==> config.mk <==
export PLATFORM = sky130hd
export DESIGN_NAME = signed_decimal_field_formatter_core
export DESIGN_NICKNAME = d
export VERILOG_FILES = /design/src/rtl/sdff_pkg.sv /design/src/rtl/signed_decimal_field_formatter_core.sv /design/src/rtl/sdff_datapath.sv /design/src/rtl/sdff_controller.sv
export SDC_FILE = /design/constraint.sdc
export NUM_CORES = 1
export LEC_CHECK = 0
export BUFFER_PORTS_ARGS = -buffer_cell sky130_fd_sc_hd__buf_2
export CAP_MARGIN = 20
export CORE_MARGIN = 8
export CORE_UTILIZATION = 60
export CTS_CLUSTER_DIAMETER = 150
export DETAILED_ROUTE_END_ITERATION = 10
export PLACE_DENSITY = 0.89
export SLEW_MARGIN = 20
export SYNTH_ARGS = -nofsm -noshare
export SYNTH_HDL_FRONTEND = slang
export SYNTH_SLANG_ARGS = --single-unit
==> constraint.sdc <==
create_clock -name clk_i -period 4.7 [get_ports clk_i]
set_clock_uncertainty 0.05 [all_clocks]
set_input_delay 0.235 -clock clk_i [delete_from_list [all_inputs] [get_ports clk_i]]
set_output_delay 0.235 -clock clk_i [all_outputs]
set_load 0.02 [all_outputs]
==> src/rtl/sdff_pkg.sv <==
// Shared constants, types and the controller/datapath interface of the decimal field formatter.
package sdff_pkg;

  localparam int MaxWidth   = 63;
  localparam int ValueWidth = 32;
  localparam int NumDigits  = 10;
  localparam int BcdWidth   = 4 * NumDigits;
  localparam int FieldWidth = 6;
  localparam int DigitCntW  = 4;

  localparam logic [7:0] CharMinus = 8'h2D;
  localparam logic [7:0] CharZero  = 8'h30;
  localparam logic [7:0] CharSpace = 8'h20;

  typedef enum logic [1:0] {
    SEL_SPACE,
    SEL_ZERO,
    SEL_MINUS,
    SEL_DIGIT
  } char_sel_e;

  typedef struct packed {
    logic      load;
    logic      dabble;
    logic      measure;
    logic      emit;
    char_sel_e char_sel;
    logic      last;
    logic      pad_dec;
    logic      dig_dec;
  } ctrl_cmd_t;

  typedef struct packed {
    logic conv_last;
    logic pad_nz;
    logic pad_one;
    logic dig_one;
    logic neg;
    logic left;
    logic zero;
  } ctrl_status_t;

endpackage

==> src/rtl/signed_decimal_field_formatter_core.sv <==
// Top level of the signed decimal field formatter: controller, datapath and checks.
// An accepted value is shifted through the shift-and-add-three BCD converter; the measure
// state then finds the digit count and the dispatch state chooses the first run of characters.
// Characters then appear one per cycle, and busy is low again in the cycle that shows the
// final character. Results cannot be stalled.
// Reset is asynchronous and active low; it returns the block to idle with no strobe.
module signed_decimal_field_formatter_core #(
  parameter int MaxWidth = sdff_pkg::MaxWidth
) (
  input  logic        clk_i,
  input  logic        rst_ni,
  input  logic        start,
  output logic        busy,
  input  logic [31:0] value_i,
  input  logic [5:0]  field_width_i,
  input  logic        left_justify_i,
  input  logic        zero_pad_i,
  output logic        result_valid_o,
  output logic [7:0]  character_o,
  output logic        last_o
);

  sdff_pkg::ctrl_cmd_t    cmd;
  sdff_pkg::ctrl_status_t status;

  sdff_controller u_ctrl (
    .clk_i    (clk_i),
    .rst_ni   (rst_ni),
    .start_i  (start),
    .status_i (status),
    .cmd_o    (cmd),
    .busy_o   (busy)
  );

  sdff_datapath #(
    .MaxWidth (MaxWidth)
  ) u_dp (
    .clk_i          (clk_i),
    .rst_ni         (rst_ni),
    .value_i        (value_i),
    .field_width_i  (field_width_i),
    .left_justify_i (left_justify_i),
    .zero_pad_i     (zero_pad_i),
    .cmd_i          (cmd),
    .status_o       (status),
    .character_o    (character_o),
    .last_o         (last_o),
    .result_valid_o (result_valid_o)
  );

  // An accepted item keeps the block busy while it converts.
  assert property (@(posedge clk_i) disable iff (!rst_ni) start && !busy |=> busy)
    else $error("block not busy after accepting an item");

  // A beat that is not the final one of its field comes while the block is still busy.
  assert property (@(posedge clk_i) disable iff (!rst_ni)
    result_valid_o && !last_o |-> busy)
    else $error("field ended without a final beat");

  // The beat after a final one is never a result, since a new item must first pass through conversion.
  assert property (@(posedge clk_i) disable iff (!rst_ni)
    result_valid_o && last_o |=> !result_valid_o)
    else $error("result beat directly after the final beat");

  // Only a minus, a space or a decimal digit is ever produced.
  assert property (@(posedge clk_i) disable iff (!rst_ni)
    result_valid_o |-> (character_o == sdff_pkg::CharMinus) ||
                       (character_o == sdff_pkg::CharSpace) ||
                       ((character_o >= 8'h30) && (character_o <= 8'h39)))
    else $error("illegal character produced");

endmodule

==> src/rtl/sdff_datapath.sv <==
// Datapath: binary-to-BCD conversion, field length, run counters and the character register.
module sdff_datapath #(
  parameter int MaxWidth = sdff_pkg::MaxWidth
) (
  input  logic                          clk_i,
  input  logic                          rst_ni,
  input  logic [sdff_pkg::ValueWidth-1:0] value_i,
  input  logic [sdff_pkg::FieldWidth-1:0] field_width_i,
  input  logic                          left_justify_i,
  input  logic                          zero_pad_i,
  input  sdff_pkg::ctrl_cmd_t           cmd_i,
  output sdff_pkg::ctrl_status_t        status_o,
  output logic [7:0]                    character_o,
  output logic                          last_o,
  output logic                          result_valid_o
);

  localparam int BcdW = sdff_pkg::BcdWidth;
  localparam int ValW = sdff_pkg::ValueWidth;
  localparam int FldW = sdff_pkg::FieldWidth;
  localparam int DigW = sdff_pkg::DigitCntW;
  localparam logic [FldW-1:0] WidthLimit = FldW'(MaxWidth);

  logic [ValW-1:0] mag_q, mag_d;
  logic [BcdW-1:0] bcd_q, bcd_d;
  logic [BcdW-1:0] adj;
  logic            neg_q, left_q, zero_q;
  logic [FldW-1:0] width_q;
  logic [FldW-1:0] pad_cnt_q, pad_cnt_d;
  logic [DigW-1:0] dig_cnt_q, dig_cnt_d;
  logic [4:0]      conv_cnt_q, conv_cnt_d;
  logic [7:0]      char_q, char_d;
  logic            last_q;
  logic            valid_q;
  logic [DigW-1:0] nd;
  logic [DigW-1:0] len;
  logic [5:0]      shamt;

  // Add-three correction on every BCD digit before each shift.
  always_comb begin
    for (int i = 0; i < sdff_pkg::NumDigits; i++) begin
      adj[4*i +: 4] = (bcd_q[4*i +: 4] >= 4'd5) ? (bcd_q[4*i +: 4] + 4'd3) : bcd_q[4*i +: 4];
    end
  end

  // Number of significant digits; zero still prints one digit.
  always_comb begin
    nd = DigW'(1);
    for (int i = 1; i < sdff_pkg::NumDigits; i++) begin
      if (bcd_q[4*i +: 4] != 4'd0) begin
        nd = DigW'(i + 1);
      end
    end
  end

  assign len   = nd + {{(DigW-1){1'b0}}, neg_q};
  assign shamt = {4'(4'd10 - nd), 2'b00};

  always_comb begin
    mag_d      = mag_q;
    bcd_d      = bcd_q;
    conv_cnt_d = conv_cnt_q;
    pad_cnt_d  = pad_cnt_q;
    dig_cnt_d  = dig_cnt_q;
    if (cmd_i.load) begin
      mag_d      = value_i[ValW-1] ? (ValW'(0) - value_i) : value_i;
      bcd_d      = '0;
      conv_cnt_d = '0;
    end else if (cmd_i.dabble) begin
      bcd_d      = {adj[BcdW-2:0], mag_q[ValW-1]};
      mag_d      = {mag_q[ValW-2:0], 1'b0};
      conv_cnt_d = conv_cnt_q + 5'd1;
    end else if (cmd_i.measure) begin
      // Left-align the significant digits so the next one is always the top nibble.
      bcd_d     = bcd_q << shamt;
      dig_cnt_d = nd;
      pad_cnt_d = (width_q > {{(FldW-DigW){1'b0}}, len}) ?
                  (width_q - {{(FldW-DigW){1'b0}}, len}) : '0;
    end else begin
      if (cmd_i.pad_dec) begin
        pad_cnt_d = pad_cnt_q - FldW'(1);
      end
      if (cmd_i.dig_dec) begin
        dig_cnt_d = dig_cnt_q - DigW'(1);
        bcd_d     = {bcd_q[BcdW-5:0], 4'd0};
      end
    end
  end

  always_comb begin
    case (cmd_i.char_sel)
      sdff_pkg::SEL_SPACE: char_d = sdff_pkg::CharSpace;
      sdff_pkg::SEL_ZERO:  char_d = sdff_pkg::CharZero;
      sdff_pkg::SEL_MINUS: char_d = sdff_pkg::CharMinus;
      sdff_pkg::SEL_DIGIT: char_d = sdff_pkg::CharZero + {4'd0, bcd_q[BcdW-1 -: 4]};
      default:             char_d = sdff_pkg::CharSpace;
    endcase
  end

  always_ff @(posedge clk_i or negedge rst_ni) begin
    if (!rst_ni) begin
      conv_cnt_q <= '0;
      valid_q    <= 1'b0;
    end else begin
      conv_cnt_q <= conv_cnt_d;
      valid_q    <= cmd_i.emit;
    end
  end

  always_ff @(posedge clk_i) begin
    mag_q     <= mag_d;
    bcd_q     <= bcd_d;
    pad_cnt_q <= pad_cnt_d;
    dig_cnt_q <= dig_cnt_d;
    if (cmd_i.load) begin
      neg_q   <= value_i[ValW-1];
      width_q <= (field_width_i > WidthLimit) ? WidthLimit : field_width_i;
      left_q  <= left_justify_i;
      zero_q  <= zero_pad_i & ~left_justify_i;
    end
    if (cmd_i.emit) begin
      char_q <= char_d;
      last_q <= cmd_i.last;
    end
  end

  assign status_o.conv_last = (conv_cnt_q == 5'd31);
  assign status_o.pad_nz    = (pad_cnt_q != '0);
  assign status_o.pad_one   = (pad_cnt_q == FldW'(1));
  assign status_o.dig_one   = (dig_cnt_q == DigW'(1));
  assign status_o.neg       = neg_q;
  assign status_o.left      = left_q;
  assign status_o.zero      = zero_q;

  assign character_o    = char_q;
  assign last_o         = last_q;
  assign result_valid_o = valid_q;

endmodule

==> src/rtl/sdff_controller.sv <==
// Controller: sequences conversion, length measurement and the padding, sign and digit runs.
module sdff_controller (
  input  logic                   clk_i,
  input  logic                   rst_ni,
  input  logic                   start_i,
  input  sdff_pkg::ctrl_status_t status_i,
  output sdff_pkg::ctrl_cmd_t    cmd_o,
  output logic                   busy_o
);

  typedef enum logic [3:0] {
    ST_IDLE,
    ST_CONV,
    ST_MEASURE,
    ST_DISPATCH,
    ST_PRE_SPACE,
    ST_SIGN,
    ST_ZEROS,
    ST_DIGITS,
    ST_POST_SPACE
  } state_e;

  state_e state_q, state_d;
  logic   busy_q;

  always_comb begin
    state_d = state_q;
    case (state_q)
      ST_IDLE: begin
        if (start_i) state_d = ST_CONV;
      end
      ST_CONV: begin
        if (status_i.conv_last) state_d = ST_MEASURE;
      end
      ST_MEASURE: state_d = ST_DISPATCH;
      ST_DISPATCH: begin
        if (status_i.left) begin
          state_d = status_i.neg ? ST_SIGN : ST_DIGITS;
        end else if (status_i.zero) begin
          state_d = status_i.neg ? ST_SIGN : (status_i.pad_nz ? ST_ZEROS : ST_DIGITS);
        end else if (status_i.pad_nz) begin
          state_d = ST_PRE_SPACE;
        end else begin
          state_d = status_i.neg ? ST_SIGN : ST_DIGITS;
        end
      end
      ST_PRE_SPACE: begin
        if (status_i.pad_one) state_d = status_i.neg ? ST_SIGN : ST_DIGITS;
      end
      ST_SIGN: begin
        state_d = (status_i.zero && status_i.pad_nz) ? ST_ZEROS : ST_DIGITS;
      end
      ST_ZEROS: begin
        if (status_i.pad_one) state_d = ST_DIGITS;
      end
      ST_DIGITS: begin
        if (status_i.dig_one) begin
          state_d = (status_i.left && status_i.pad_nz) ? ST_POST_SPACE : ST_IDLE;
        end
      end
      ST_POST_SPACE: begin
        if (status_i.pad_one) state_d = ST_IDLE;
      end
      default: state_d = ST_IDLE;
    endcase
  end

  always_comb begin
    cmd_o          = '0;
    cmd_o.char_sel = sdff_pkg::SEL_SPACE;
    case (state_q)
      ST_IDLE:    cmd_o.load    = start_i;
      ST_CONV:    cmd_o.dabble  = 1'b1;
      ST_MEASURE: cmd_o.measure = 1'b1;
      ST_PRE_SPACE: begin
        cmd_o.emit    = 1'b1;
        cmd_o.pad_dec = 1'b1;
      end
      ST_SIGN: begin
        cmd_o.emit     = 1'b1;
        cmd_o.char_sel = sdff_pkg::SEL_MINUS;
      end
      ST_ZEROS: begin
        cmd_o.emit     = 1'b1;
        cmd_o.char_sel = sdff_pkg::SEL_ZERO;
        cmd_o.pad_dec  = 1'b1;
      end
      ST_DIGITS: begin
        cmd_o.emit     = 1'b1;
        cmd_o.char_sel = sdff_pkg::SEL_DIGIT;
        cmd_o.dig_dec  = 1'b1;
        // Trailing spaces still follow the digits when left-justified with padding.
        cmd_o.last     = status_i.dig_one && !(status_i.left && status_i.pad_nz);
      end
      ST_POST_SPACE: begin
        cmd_o.emit    = 1'b1;
        cmd_o.pad_dec = 1'b1;
        cmd_o.last    = status_i.pad_one;
      end
      default: cmd_o = cmd_o;
    endcase
  end

  always_ff @(posedge clk_i or negedge rst_ni) begin
    if (!rst_ni) begin
      state_q <= ST_IDLE;
      busy_q  <= 1'b0;
    end else begin
      state_q <= state_d;
      busy_q  <= (state_d != ST_IDLE);
    end
  end

  assign busy_o = busy_q;

endmodule

-- Word-level counts from Yosys, hierarchy flattened
Cells that the tools add are included.
- add/subtract/negate cells: 18
- $mul: 0
- divide/modulo/power cells: 0
- order comparisons: 12
- eq/ne operators: 14
- shift-type cells: 1
- muxes and demuxes: 56
- bitwise logic cells: 4
- reduce and logical (&&, ||, !) cells: 25
- operators by type and width (kind ; count):
    40-bit two-way mux ; 3
    4-bit two-way mux ; 25
    32-bit two-way mux ; 3
    4-bit by 3-bit >= comparator with 1-bit output (second input constant) ; 10
    4-bit nonzero test ; 10
    40-bit by 6-bit << shifter with 40-bit output ; 1
    4-bit by 2-bit adder with 4-bit output (second input constant) ; 9
    4-bit one-hot mux with 9 select lines ; 1
    8-bit one-hot mux with 4 select lines ; 1
    1-bit by 32-bit subtractor with 32-bit output (first input constant) ; 1
    6-bit two-way mux ; 3
    4-bit by 3-bit == test with 1-bit output (second input constant) ; 4
    3-bit two-way mux ; 5
    5-bit two-way mux ; 2
    4-bit by 1-bit == test with 1-bit output (second input constant) ; 2
    4-bit by 2-bit == test with 1-bit output (second input constant) ; 2
    1-bit two-way mux ; 8
    6-bit by 4-bit adder with 7-bit output (first input constant) ; 1
    6-bit by 1-bit == test with 1-bit output (second input constant) ; 1
    6-bit by 4-bit greater-than comparator with 1-bit output ; 1
    6-bit greater-than comparator (second input constant) ; 1
    2-bit two-way mux ; 3
    2-bit one-hot mux with 3 select lines ; 1
    3-bit AND reduction ; 2
    23 further kinds ; 30
- register bits after elaboration: 111
- bits in latches: 0
- memory bits (writable): 0
- bits in read-only memories: 0
- input bits: 43
- output and inout bits: 11
- word-level logic and storage cells: 144
- memories: 0

-- Logic depth before layout (Yosys ltp)
- depth in word-level cells: 14
- depth in mapped cells: 17
- mapped depth without buffers: 16

-- Hierarchy
Synthesis repeated with hierarchy kept, for this count alone.
- cells, all modules: 980
- area total of the unflattened synthesis: 8428.1 um^2
- by module, submodules not included (module ; instances ; cells an instance ; area each (um^2) ; seq. area each (um^2)):
    sdff_datapath ; 1 ; 929 ; 7987.7 ; 2662.6
    sdff_controller ; 1 ; 51 ; 440.4 ; 125.1

-- Least setup slack after synthesis
No wires, ideal clock.
- path kind: register -> register
- start point: register u_dp.bcd_q[8]
- end point: register u_dp.pad_cnt_q[2] (data pin)
- setup time: 276 ps
- data arrival time: 3589 ps
- data required time: 4374 ps
- path slack: 786 ps
- cell stages (with the launch flop): 17
- clock period less this slack: 3914 ps
- cell sequence: dfxtp_1 -> clkbuf_1 -> inv_1 -> ha_1 -> or3b_4 -> o211a_4 -> o21ai_4 -> nand2_4 -> ha_1 -> ha_1 -> xor2_1 -> ha_1 -> a21o_1 -> a21oi_1 -> a41oi_1 -> o31ai_1 -> o22ai_1
- longest elaborated chain between the ends: 13
- elaborated cells between the ends (all ways): 14
- RTL lines (element ; RTL line ; text):
    start, declared ; sdff_datapath.sv:25 ; logic [BcdW-1:0] bcd_q, bcd_d;
    start signal, assigned ; sdff_datapath.sv:112 ; bcd_q <= bcd_d;
    4-bit nonzero test * ; sdff_datapath.sv:50 ; if (bcd_q[4*i +: 4] != 4'd0) begin
    2-bit two-way mux * ; sdff_datapath.sv:50 ;
    3-bit two-way mux * (4 in a row) ; sdff_datapath.sv:50 ;
    4-bit two-way mux * (3 in a row) ; sdff_datapath.sv:50 ;
    4-bit by 1-bit adder with 4-bit output * ; sdff_datapath.sv:56 ; assign len = nd + {{(DigW-1){1'b0}}, neg_q};
    6-bit by 4-bit subtractor with 6-bit output / 6-bit by 4-bit greater-than comparator with 1-bit output (equally long branches) ; sdff_datapath.sv:78, sdff_datapath.sv:77 ;
    6-bit two-way mux * ; sdff_datapath.sv:77 ; pad_cnt_d = (width_q > {{(FldW-DigW){1'b0}}, len}) ?
    6-bit two-way mux * ; sdff_datapath.sv:73 ; end else if (cmd_i.measure) begin
    end signal, assigned ; sdff_datapath.sv:113 ; pad_cnt_q <= pad_cnt_d;
    end, declared ; sdff_datapath.sv:29 ; logic [FldW-1:0] pad_cnt_q, pad_cnt_d;
Every way passes the cells marked *; elsewhere a longest branch is shown, timed or not.
A chain may end at the register's enable or synchronous reset.

-- Final worst setup path
- start point: register u_dp.bcd_q[9]
- end point: register u_dp.pad_cnt_q[0] (data pin)
The elaborated chain is that of the path after synthesis.

==> impl_results.md <==
* Top library cells by usage in the layout, fill and taps aside: nand2_1, o21ai_0, a21oi_1
* Detailed router's first-iteration violation count at 1256
* Core box area at roughly 0.014 sq mm
* Run status: finished, final reports clean
* Unrepaired setup endpoints after global routing: no
* Latest clock arrival within the worst-skew pair at between 300 and 400 ps
* Initial Utilization at ~60%
* Hold WC Path Type: in2reg
* Fmax at 241 MHz
* Required arrival time at the worst endpoint at roughly 4700 ps
* Die Y at approximately 140 um
* Final period utilization at 88.2%
* Number of pins with negative max-slew slack in the final report at 0
* H-Tree Level Count at 3
* Antenna cells at 0
* Max-cap violations at 0
* Slew @ Worst Pin at approximately 1100 ps
* Combined area of all synthesized cells at slightly below 0.009 sq mm
* Placed Area at approximately 0.0088 sq mm
* Final Wtd Congestion at between 1 and 1.5
* Routed vias/inst at between 6 and 7
* Arrival @ worst endpoint at 4190 ps
* Cell family with most CP delay: compound AO/OA/AOI/OAI gates
* Internal portion of total power at 0.00138 W
* Combinational family with the most area after synthesis: compound AO/OA/AOI/OAI gates
* Router iterations before antenna repair at 6
* Synthesized-area fraction occupied by and/or/nand/nor cells at approximately 18%
* Cts bufs inserted at 9
* Sequential share of the synthesized area at between 30% and 40%
* Clock Pin Slew Worst Setup and Hold Paths at approximately 80 ps
* Post-synthesis adder-cell area fraction at under 10%
* Routing usage on met2 at between 40% and 50%
* Cts-stage hold buffer count at 6
* Boundary pin count at 54
* Primary flip-flop cell chosen by synthesis mapping: edfxtp_1
* Ys async rst share at roughly 10%
* Worst Setup Start Kind: flip-flop
* Area of all placed cells without fillers at around 0.0092 sq mm
* Min Clock Period, post-route at between 4000 and 5000 ps
* Vias in the first global route at around 7600
* Power spent charging and discharging nets at ~0.00043 W
* Post-CTS setup buffers at 0
* YS warnings at 0
* CP cell instances: inv_1 > ha_1 > or3b_4 > o211a_4 > o21ai_4 > nand2_4 > ha_1 > ha_1 > xor2_1 > ha_1 > a21o_1 > a21oi_1 > a41oi_1 > o31ai_1 > o22ai_1
* Die width at ~140 um
* Largest net degree at the start of global routing at 50
* Post-cts resize count at 0
* Seq pwr share at between 50% and 60%
* Multiplexer area fraction after synthesis at under 10%
* Number of filler instances in the final layout at around 1200
* Total number of vias at 8123
* Remaining Overflow, GRT at 0
* Cell repeated most along the worst path: ha_1
* Highest net fanout along the worst path at 7
* Number of antenna violations at the first check in global routing at 0
* Endpoint kind of the worst setup timing path: flip-flop
* Clock Root Buffer: clkbuf_16
* Count of unique library cells instantiated by Yosys at between 80 and 90
* Maximum VDD drop at 0.220 mV
* Number of clock sinks at 108
* Post-Syn Area per Cell at slightly below 9 sq um
* WP buf/inv at 1
* Worst stage delay on the critical path at approximately 460 ps
* Highest-utilization routing layer at the global route stage: met2
* Start-to-end type of the worst setup path: reg2reg
* Cell row count at 44
* Port Buf Inserts at 50
* Sw Ratio at 23.6%
* Cell at the slowest stage of the critical path: o31ai_1
* Synthesis-to-layout area growth at 6.05%
* Combinational fraction of design power at between 4 and 5%
* Xor and xnor area share after synthesis at 5.88%
* Remaining routing DRC violations at 0
* Global-route met1 utilization at 36.6%
* Compound-gate portion of the synthesized area at approximately 26%
* Clock tree from TritonCTS: yes
* Clock network fraction of total power at approximately two fifths
* Number of buffers on the longest clock path at 2
* Met3 track demand over resource at around 6.7%
* Relative slew margins at 27.7%
* DRT antenna net count at 0
* GRT Util Overall at 27.7%
* Most common cell after layout, fill and taps aside: nand2_1
* Setup violations, final at 0
* Power per unit of standard cell area at just under 200 mW/mm^2
* HPWL after DPL at about 18 mm
* Die area at between 0.015 and 0.02 sq mm
* Post-synthesis register bit count at 108
* Final Hold Violating Endpoints at 0
* Wire length of the first global-routing pass at approximately 40 mm
* Routed Wire Length at around 26 mm
* Proportion of layout cells with a drive suffix above 1 at between 10 and 15%
* WL/cell at around 22 um
* Gate count of the mapped netlist at 997
* Aggregate negative setup slack at 0 ps
* LEAKAGE at approximately 3.5 nW
* Final #Nets at 1073
* Number of enable-type register cells in the synthesized netlist at between 50 and 60
-- per-stage QoR --
stage                     setup slack [ps]  hold slack, ps  utilization (%)  total power (W)  instances
final                                  553            14.0             64.0          0.00181       1179
after global routing                   253            4.88             64.0          0.00186       1179
after CTS                              587            2.02             64.0          0.00181       1179
after detailed placement               602            85.5             61.7          0.00107       1157
after global placement                 710            79.8             61.7          0.00107       1157
after floorplan                        786            -111                -          0.00104        998
-- state kept, by name (all words and copies together), names as in the netlist, 4 cells and up --
name,count
u_ctrl.state_q,4
u_dp.pad_cnt_q,6
u_dp.conv_cnt_q,5
u_dp.width_q,6
u_dp.dig_cnt_q,4
u_dp.character_o,5
u_dp.bcd_q,40
u_dp.mag_q,32
-- per-layer routing --
layer / vias to the layer above / wire (um)
met5: - / 0
met4: 0 / 1330
met3: 137 / 2850
met2: 573 / 11300
met1: 3718 / 10000
li1: 3695 / -
-- power groups by stage --
stage / sequential [W] / combinational (W) / clock [W]
floorplan: 0.00101 / 0.0000383 / 0
global placement: 0.00101 / 0.0000671 / 0
detailed placement: 0.00101 / 0.0000691 / 0
CTS: 0.000984 / 0.0000738 / 0.000756
global route: 0.000984 / 0.0000825 / 0.000793
finish: 0.000984 / 0.0000744 / 0.000753
-- Yosys cell counts, types with 19 or more instances --
library cell / instances / share of area [%]
a21oi_1: 61 / 3.5
clkbuf_1: 65 / 2.8
dfxtp_1: 40 / 9.3
edfxtp_1: 57 / 20
ha_1: 39 / 5.6
inv_1: 34 / 1.5
nand2_1: 109 / 4.7
nand2b_1: 20 / 1.4
nand3_1: 33 / 1.9
nor2_1: 45 / 2.0
nor3_1: 22 / 1.3
o21ai_0: 87 / 5.0
xnor2_1: 19 / 1.9
xor2_1: 39 / 4.0
-- final cells by class --
| cell class | instances | area, sq um | share of cell area [%] |
|---|---|---|---|
| inverters | 37 | 144 | 1.57 |
| clock buffers | 10 | 229 | 2.50 |
| repair buffers | 79 | 483 | 5.27 |
| clock inverters | 6 | 47.5 | 0.519 |
| well taps | 184 | 230 | 2.51 |
| multi-input cells | 755 | 5240 | 57.2 |
| flip-flops and latches | 108 | 2790 | 30.4 |
-- logic make-up (layout without fill, tap and decap cells) --
group                    Yosys count  count (layout)
XOR/XNOR                          58              58
AND/OR/NAND/NOR                  304             304
other                              2               3
AO/OA/AOI/OAI                    322             322
flip-flops                       108             108
multiplexers                      28              28
adder cells (fa/ha/maj)           40              40
buffers and inverters            135             132
-- worst paths after layout --
path,start,to,slack [ps],depth (start not counted)
worst max-delay path,u_dp.bcd_q[9]$_SDFFE_PP0P_,u_dp.pad_cnt_q[0]$_DFFE_PP_,550,15
max in group asynchronous,rst_ni,u_dp.conv_cnt_q[4]$_DFFE_PN0P_,4120,2
worst max register to register,u_dp.bcd_q[9]$_SDFFE_PP0P_,u_dp.pad_cnt_q[0]$_DFFE_PP_,550,15
min in group asynchronous,rst_ni,u_dp.conv_cnt_q[0]$_DFFE_PN0P_,250,2
worst min-delay path,field_width_i[0],u_dp.width_q[0]$_SDFFCE_PN1P_,10,1
worst min register to register,u_dp.mag_q[31]$_DFFE_PP_,u_dp.bcd_q[0]$_SDFFE_PP0P_,470,2
Power figures use the tool's default switching activity.
